`src/hdl/b64d_pkg.sv`:
```
package b64d_pkg;

  localparam logic [1:0] CFG_CHAR_SIXTY_TWO   = 2'd0;
  localparam logic [1:0] CFG_CHAR_SIXTY_THREE = 2'd1;
  localparam logic [1:0] CFG_PAD_CHAR         = 2'd2;
  localparam logic [1:0] CFG_PAD_SHORT_TAIL   = 2'd3;

  localparam logic [7:0] RST_CHAR_SIXTY_TWO   = 8'd43;
  localparam logic [7:0] RST_CHAR_SIXTY_THREE = 8'd47;
  localparam logic [7:0] RST_PAD_CHAR         = 8'd61;
  localparam logic       RST_PAD_SHORT_TAIL   = 1'b1;

  // bit 6 marks a pad, bits 5:0 carry the sextet
  localparam logic [6:0] PAD_SEXTET = 7'h40;

  typedef struct packed {
    logic [7:0] char_code;
    logic       end_of_message;
  } in_item_t;

  typedef struct packed {
    logic [7:0] data;
    logic       data_valid;
    logic       message_end;
    logic       error;
  } out_item_t;

  // one decoded event, expands to nres results in the back end
  typedef struct packed {
    logic [2:0][7:0] bytes;
    logic [1:0]      nres;
    logic            valid;
    logic            last_end;
    logic            err;
  } rec_t;

endpackage

```
`src/hdl/b64d_front.sv`:
```
module b64d_front
  import b64d_pkg::*;
(
  input  logic       clk,
  input  logic       rst_n,
  input  logic       cfg_we,
  input  logic [1:0] cfg_index,
  input  logic [7:0] cfg_wdata,
  input  logic       acc,
  input  in_item_t   item,
  output logic       push,
  output rec_t       rec
);

  logic [7:0] c62_r, c63_r, pad_r;
  logic       short_r;
  logic [6:0] held_r [3];
  logic [1:0] pos_r, pos_nxt;
  logic       skip_r, skip_nxt;

  logic [7:0] c;
  logic       eom;
  logic       bad;
  logic [6:0] mv;
  logic [6:0] sx [4];
  logic [3:0] pads;
  logic       store;

  assign c   = item.char_code;
  assign eom = item.end_of_message;

  always_comb begin
    bad = 1'b0;
    mv  = 7'd0;
    if (c == pad_r) begin
      mv = PAD_SEXTET;
    end else if (c == c62_r) begin
      mv = 7'd62;
    end else if (c == c63_r) begin
      mv = 7'd63;
    end else if (c >= 8'h41 && c <= 8'h5a) begin
      mv = 7'(c - 8'h41);
    end else if (c >= 8'h61 && c <= 8'h7a) begin
      mv = 7'(c - 8'h61 + 8'd26);
    end else if (c >= 8'h30 && c <= 8'h39) begin
      mv = 7'(c - 8'h30 + 8'd52);
    end else begin
      bad = 1'b1;
    end
  end

  always_comb begin
    for (int i = 0; i < 4; i++) begin
      if (2'(i) < pos_r && i < 3) begin
        sx[i] = held_r[i];
      end else if (2'(i) == pos_r) begin
        sx[i] = mv;
      end else begin
        sx[i] = PAD_SEXTET;
      end
      pads[i] = sx[i][6];
    end
  end

  always_comb begin
    push     = 1'b0;
    store    = 1'b0;
    pos_nxt  = pos_r;
    skip_nxt = skip_r;
    rec      = '0;
    rec.nres = 2'd1;
    if (acc) begin
      if (skip_r) begin
        if (eom) begin
          push         = 1'b1;
          rec.last_end = 1'b1;
          skip_nxt     = 1'b0;
          pos_nxt      = 2'd0;
        end
      end else if (bad) begin
        push         = 1'b1;
        rec.err      = 1'b1;
        rec.last_end = eom;
        skip_nxt     = !eom;
        pos_nxt      = 2'd0;
      end else if (pos_r < 2'd3 && !eom) begin
        store   = 1'b1;
        pos_nxt = pos_r + 2'd1;
      end else begin
        push    = 1'b1;
        pos_nxt = 2'd0;
        rec.bytes[0] = {sx[0][5:0], sx[1][5:4]};
        rec.bytes[1] = {sx[1][3:0], sx[2][5:2]};
        rec.bytes[2] = {sx[2][1:0], sx[3][5:0]};
        if (!eom) begin
          if (pads != 4'h0) begin
            rec.bytes = '0;
            rec.err   = 1'b1;
            skip_nxt  = 1'b1;
          end else begin
            rec.nres  = 2'd3;
            rec.valid = 1'b1;
          end
        end else begin
          rec.last_end = 1'b1;
          if (pos_r < 2'd3 && !short_r) begin
            rec.bytes = '0;
          end else begin
            case (pads)
              4'h0: begin
                rec.nres  = 2'd3;
                rec.valid = 1'b1;
              end
              4'he: begin
                rec.bytes    = '0;
                rec.bytes[0] = {sx[0][5:0], 2'b00};
                rec.valid    = 1'b1;
              end
              4'hc: begin
                rec.bytes[1] = 8'd0;
                rec.bytes[2] = 8'd0;
                rec.valid    = 1'b1;
              end
              4'h8: begin
                rec.bytes[2] = 8'd0;
                rec.nres     = 2'd2;
                rec.valid    = 1'b1;
              end
              default: begin
                rec.bytes = '0;
              end
            endcase
          end
        end
      end
    end
  end

  always_ff @(posedge clk) begin
    if (!rst_n) begin
      c62_r   <= RST_CHAR_SIXTY_TWO;
      c63_r   <= RST_CHAR_SIXTY_THREE;
      pad_r   <= RST_PAD_CHAR;
      short_r <= RST_PAD_SHORT_TAIL;
      pos_r   <= 2'd0;
      skip_r  <= 1'b0;
    end else begin
      pos_r  <= pos_nxt;
      skip_r <= skip_nxt;
      if (cfg_we) begin
        case (cfg_index)
          CFG_CHAR_SIXTY_TWO:   c62_r   <= cfg_wdata;
          CFG_CHAR_SIXTY_THREE: c63_r   <= cfg_wdata;
          CFG_PAD_CHAR:         pad_r   <= cfg_wdata;
          CFG_PAD_SHORT_TAIL:   short_r <= cfg_wdata[0];
          default: ;
        endcase
      end
    end
  end

  always_ff @(posedge clk) begin
    if (store) begin
      held_r[pos_r] <= mv;
    end
  end

  a_err_starts_skip: assert property (@(posedge clk) disable iff (!rst_n)
    push && rec.err && !rec.last_end |=> skip_r)
    else $error("error inside a message did not start skipping");

  a_skip_silent: assert property (@(posedge clk) disable iff (!rst_n)
    skip_r && acc && !eom |-> !push)
    else $error("result produced while skipping");

  a_eom_clears: assert property (@(posedge clk) disable iff (!rst_n)
    acc && eom |=> pos_r == 2'd0 && !skip_r)
    else $error("state not cleared at end of message");

endmodule

```
`src/hdl/b64d_queue.sv`:
```
module b64d_queue
  import b64d_pkg::*;
#(
  parameter int DEPTH = 4
) (
  input  logic clk,
  input  logic rst_n,
  input  logic wr_en,
  input  rec_t wr_data,
  input  logic rd_en,
  output rec_t head,
  output logic full,
  output logic empty
);

  localparam int AW = (DEPTH > 1) ? $clog2(DEPTH) : 1;
  localparam int CW = $clog2(DEPTH + 1);

  rec_t          mem_r [DEPTH];
  logic [AW-1:0] wp_r, rp_r;
  logic [CW-1:0] cnt_r;

  assign full  = cnt_r == CW'(DEPTH);
  assign empty = cnt_r == '0;
  assign head  = mem_r[rp_r];

  function automatic logic [AW-1:0] wrap_inc(input logic [AW-1:0] p);
    return (p == AW'(DEPTH - 1)) ? '0 : p + AW'(1);
  endfunction

  always_ff @(posedge clk) begin
    if (!rst_n) begin
      wp_r  <= '0;
      rp_r  <= '0;
      cnt_r <= '0;
    end else begin
      if (wr_en) begin
        wp_r <= wrap_inc(wp_r);
      end
      if (rd_en) begin
        rp_r <= wrap_inc(rp_r);
      end
      cnt_r <= cnt_r + CW'(wr_en) - CW'(rd_en);
    end
  end

  always_ff @(posedge clk) begin
    if (wr_en) begin
      mem_r[wp_r] <= wr_data;
    end
  end

endmodule

```
`src/hdl/b64d_back.sv`:
```
module b64d_back
  import b64d_pkg::*;
(
  input  logic      clk,
  input  logic      rst_n,
  input  rec_t      head,
  input  logic      empty,
  output logic      pop,
  output logic      out_valid,
  input  logic      out_ready,
  output out_item_t out_data
);

  logic [1:0] idx_r;
  logic       out_valid_r;
  out_item_t  out_r;
  logic       load;
  logic       last;

  assign load      = !empty && (!out_valid_r || out_ready);
  assign last      = idx_r == head.nres - 2'd1;
  assign pop       = load && last;
  assign out_valid = out_valid_r;
  assign out_data  = out_r;

  always_ff @(posedge clk) begin
    if (!rst_n) begin
      idx_r       <= 2'd0;
      out_valid_r <= 1'b0;
    end else begin
      if (load) begin
        out_valid_r <= 1'b1;
        idx_r       <= last ? 2'd0 : idx_r + 2'd1;
      end else if (out_ready) begin
        out_valid_r <= 1'b0;
      end
    end
  end

  always_ff @(posedge clk) begin
    if (load) begin
      out_r.data        <= head.bytes[idx_r];
      out_r.data_valid  <= head.valid;
      out_r.message_end <= last && head.last_end;
      out_r.error       <= head.err;
    end
  end

endmodule

```
`src/hdl/base64_quad_decoder.sv`:
```
// channel  direction  handshake                 payload
// in       input      in_valid / in_ready       in_data (char_code, end_of_message)
// out      output     out_valid / out_ready     out_data (data, data_valid, message_end, error)
// cfg      input      cfg_we                    cfg_index, cfg_wdata
//
// one character per cycle while in_ready is high; a full group yields three results,
// one per cycle while out_ready is high, set by the single output register of the back end
// the record queue between front and back absorbs result bursts
// in_ready drops only while the record queue is full
// synchronous active-low reset clears group position, skip flag, queue and output
module base64_quad_decoder
  import b64d_pkg::*;
#(
  parameter int QUEUE_DEPTH = 4
) (
  input  logic       clk,
  input  logic       rst_n,
  input  logic       in_valid,
  output logic       in_ready,
  input  in_item_t   in_data,
  output logic       out_valid,
  input  logic       out_ready,
  output out_item_t  out_data,
  input  logic       cfg_we,
  input  logic [1:0] cfg_index,
  input  logic [7:0] cfg_wdata
);

  logic acc, push, pop, full, empty;
  rec_t rec, head;

  assign in_ready = !full;
  assign acc      = in_valid && in_ready;

  b64d_front u_front (
    .clk       (clk),
    .rst_n     (rst_n),
    .cfg_we    (cfg_we),
    .cfg_index (cfg_index),
    .cfg_wdata (cfg_wdata),
    .acc       (acc),
    .item      (in_data),
    .push      (push),
    .rec       (rec)
  );

  b64d_queue #(.DEPTH(QUEUE_DEPTH)) u_queue (
    .clk     (clk),
    .rst_n   (rst_n),
    .wr_en   (push),
    .wr_data (rec),
    .rd_en   (pop),
    .head    (head),
    .full    (full),
    .empty   (empty)
  );

  b64d_back u_back (
    .clk       (clk),
    .rst_n     (rst_n),
    .head      (head),
    .empty     (empty),
    .pop       (pop),
    .out_valid (out_valid),
    .out_ready (out_ready),
    .out_data  (out_data)
  );

endmodule

```
`config.mk`:
```
export PLATFORM = sky130hd
export DESIGN_NAME = base64_quad_decoder
export DESIGN_NICKNAME = d
export VERILOG_FILES = /design/src/hdl/b64d_pkg.sv /design/src/hdl/b64d_front.sv /design/src/hdl/b64d_queue.sv /design/src/hdl/b64d_back.sv /design/src/hdl/base64_quad_decoder.sv
export SDC_FILE = /design/constraint.sdc
export NUM_CORES = 1
export LEC_CHECK = 0
export BUFFER_PORTS_ARGS = -buffer_cell sky130_fd_sc_hd__buf_2
export CORE_UTILIZATION = 55
export CTS_BUF_LIST = sky130_fd_sc_hd__clkbuf_8
export DETAILED_ROUTE_END_ITERATION = 10
export GPL_TIMING_DRIVEN = 0
export PLACE_DENSITY = 0.85
export SLEW_MARGIN = 10
export SYNTH_ARGS = -nofsm -noshare
export SYNTH_HDL_FRONTEND = slang
export SYNTH_SLANG_ARGS = --single-unit
```
`constraint.sdc`:
```
create_clock -name clk -period 3.05 [get_ports clk]
set_input_delay 0.305 -clock clk [delete_from_list [all_inputs] [get_ports clk]]
set_output_delay 0.305 -clock clk [all_outputs]
set_load 0.005 [all_outputs]
```
==> results_dict.tcl <==
set metrics [dict create \
    synth.mux.area_fraction 0.110 \
    grtUsageTotal 0.236 \
    initial_core_util 0.562 \
    numClockSinks 188 \
    syn_area_mm2 0.00852 \
    crit_path_top_delay_cell "or4_4" \
    final_area_mm2 0.00954 \
    fmax_mhz 339 \
    synthCells 628 \
    status "finished, final reports clean" \
    yosys_warnings 0 \
    grt_pass1_wl_um 28300 \
    h-tree-depth 4 \
    postRouteAntennaNets 0 \
    cts_buffer_depth 2 \
    nets 727 \
    grt_pass1_vias 5411 \
    synth_compound_gate_area_share 0.0601 \
    placed_cell_area_mm2 0.00892 \
    synth_area_leaders "edfxtp_1 52%, dfxtp_1 9.4%, mux4_2 7.7%, mux2i_1 3.2%, nand2_1 3.0%" \
    fp.dieArea_mm2 0.0160 \
    synth_xor_xnor_area_share 0.0317 \
    rsz0062_at_grt "true" \
    timing.critical_path.to_type "register" \
    die_h_um 126 \
    clk_pin_slew_ns 0.11 \
    fill_cells 1051 \
    min_period_over_period 0.967 \
    synth-seq-area-share 0.616 \
    p_leak_nw 3.46 \
    synthSimpleGateAreaFrac 0.121 \
    critPathKind "register to register" \
    fin_cells 884 \
    rows 45 \
    finalCriticalPeriod_ns 2.95 \
    viasPerCell 6.02 \
    io_buffers 32 \
    overflow 0 \
    ir_drop_mv 0.323 \
    core_area_mm2 0.0151 \
    powerDensity_mw_per_mm2 664 \
    crit_fanout 10 \
    fin_total_pwr_w 0.00634 \
    slew_viol_final 0 \
    drt_iter0_drc 449 \
    wire_per_inst_um 20.2 \
    crit_top_cell "inv_1" \
    ys.flop_type "edfxtp_1" \
    crit_arrival_ns 3.23 \
    relSlewSlack 0.454 \
    worstMarginPinSlew_ns 0.811 \
    hold_class "input port to register" \
    gp_routability_congestion 0.917 \
    ys_async_sr_fraction 0 \
    totalWireLength_um 17800 \
    fin_skew_ns 0.0184 \
    first_pass_iters 5 \
    cts_tree "done" \
    final_layout_size_suffix_gt1_frac 0.234 \
    maxCapViolations 0 \
    setup_violations 0 \
    worstSkewPairLatency_ns 0.47 \
    syn_avg_cell_area_um2 13.6 \
    synth_cell_types 60 \
    crit_chain "clkbuf_2 > inv_1 > ha_1 > buf_2 > inv_1 > a221oi_2 > a31oi_1 > or4_4 > buf_6 > a21oi_2" \
    synth_top_cell_area_share 0.522 \
    diodes 0 \
    root_buffer "clkbuf_8" \
    multi_input_area_mm2 0.00315 \
    ctsHoldBuffers 0 \
    register_area_mm2 0.00525 \
    grt_max_degree 30 \
    slowest_delay_ns 0.54 \
    ioPinCount 37 \
    yosysTopAreaCell "edfxtp_1" \
    cp-start-kind "register" \
    syn_to_final_growth_pct 12.0 \
    synth.ff_latch_count 188 \
    die_x_um 126 \
    drcViolationCount 0 \
    vias 5325 \
    required_ns 3.33 \
    synth_edf_count 148 \
    yosys.area_share.adder 0.0303 \
    synth_top_family_by_area "simple AND/OR/NAND/NOR gates" \
    syn_nets 672 \
    finalHoldViolations 0 \
    cts_buffers 17 \
    hold_slack_ns 0.0974 \
    antenna_found_initial 0 \
    placed_cells 848 \
    hpwlAfterDp_um 12300 \
]
cell families (layout without fill, tap and decap cells):
group / after synthesis / count (layout)
AOI/OAI and AO/OA: 74 / 74
xor gates and xnor gates: 30 / 30
adders and majority gates: 20 / 20
buffers and inverters: 59 / 127
DFF: 188 / 188
muxes: 57 / 57
and+or+nand+nor: 200 / 200
worst max-delay path, delay by kind of cell (launching register included):
family	cells	cell delay [ns]
AOI/OAI and AO/OA	3	0.81
adders and majority gates	1	0.14
buffers and inverters	5	0.88
DFF	1	0.39
and+or+nand+nor	1	0.54
report_power, final:
part,internal (W),switching [W]
clock,0.000640,0.00101
combinational,0.000657,0.000843
sequential,0.00307,0.000106
what timing repair did:
item,CTS,global route
endpoints found under the setup margin,174,221
setup buffers,1,4
cloned,0,0
pin swaps,0,7
gates resized for setup,18,26
path summary, 6_finish.rpt:
path / from / endpoint / slack [ns] / depth (start not counted)
worst max-delay path: u_front.pos_r[1]$_SDFFE_PN0P_ / u_queue.mem_r[1][12]$_DFFE_PP_ / 0.10 / 10
worst min-delay path: cfg_wdata[1] / u_front.c62_r[1]$_SDFFE_PN1P_ / 0.1 / 3
worst max register to register: u_front.pos_r[1]$_SDFFE_PN0P_ / u_queue.mem_r[1][12]$_DFFE_PP_ / 0.10 / 10
worst min register to register: u_front.pad_r[6]$_SDFFE_PN0P_ / u_front.pad_r[6]$_SDFFE_PN0P_ / 0.48 / 2
final cells by class:
| cell class | count | area share |
|---|---|---|
| inverters | 28 | 0.0110 |
| clock inverters | 15 | 0.0195 |
| well taps | 188 | 0.0247 |
| multi-input cells | 381 | 0.331 |
| plain buffers | 30 | 0.0189 |
| repair buffers | 37 | 0.0207 |
| clock buffers | 17 | 0.0245 |
| flip-flops and latches | 188 | 0.550 |
synth_stat cells (4+ instances only):
| library cell | n |
|---|---|
| edfxtp_1 | 148 |
| nand2_1 | 69 |
| dfxtp_1 | 40 |
| nor2_1 | 30 |
| mux4_2 | 29 |
| inv_1 | 28 |
| mux2i_1 | 27 |
| xor2_1 | 24 |
| and2_1 | 22 |
| ha_1 | 19 |
| nand3_1 | 19 |
| a21oi_1 | 17 |
| nor3_1 | 16 |
| clkbuf_1 | 12 |
| buf_2 | 11 |
| o21ai_0 | 10 |
| a22oi_1 | 8 |
| o22ai_1 | 8 |
| a21oi_2 | 6 |
| and3_1 | 6 |
| nand2b_1 | 6 |
| nor2b_1 | 6 |
| a31oi_1 | 5 |
| xnor2_1 | 5 |
| buf_6 | 4 |
| nor4_1 | 4 |
sequential cells by signal, indices dropped and copies added, names as in the netlist, 2 cells and up, named ones only:
name	flops
u_queue.mem_r	116
u_front.held_r	21
u_back.out_data	11
u_front.c62_r	8
u_front.c63_r	8
u_front.pad_r	8
u_queue.cnt_r	3
u_back.idx_r	2
u_front.pos_r	2
u_queue.rp_r	2
u_queue.wp_r	2
per-stage QoR:
stage / worst slack, ns / setup TNS (ns) / util
after floorplan: 0.0554 / 0 / -
after global placement: -1.04 / -137.98 / 0.588
after detailed placement: -0.634 / -96.62 / 0.589
after CTS: -0.00660 / -0.00660 / 0.621
after global routing: -0.0239 / -0.107 / 0.630
final: 0.102 / 0 / 0.630
metal layers:
metal  global-route usage  vias up  wire, um
met5                    0        -         0
met3               0.0620       35       963
met4               0.0907        0       340
met1                0.285     2636      7170
met2                0.407      216      9350
li1                     -     2438         -
placed cells by master (no fill, tap or decap), drive strengths merged, types with 10 or more instances in the layout:
cell	synthesis	final
nor3	16	16
mux4	29	29
nor2	30	30
mux2i	27	27
inv	28	37
nand3	19	19
buf	19	55
clkbuf	12	29
ha	19	19
xor2	25	25
and2	22	22
edfxtp	148	148
o21ai	10	10
nand2	71	71
a21oi	23	23
dfxtp	40	40
Note: power is estimated with default switching activity, not from simulation.
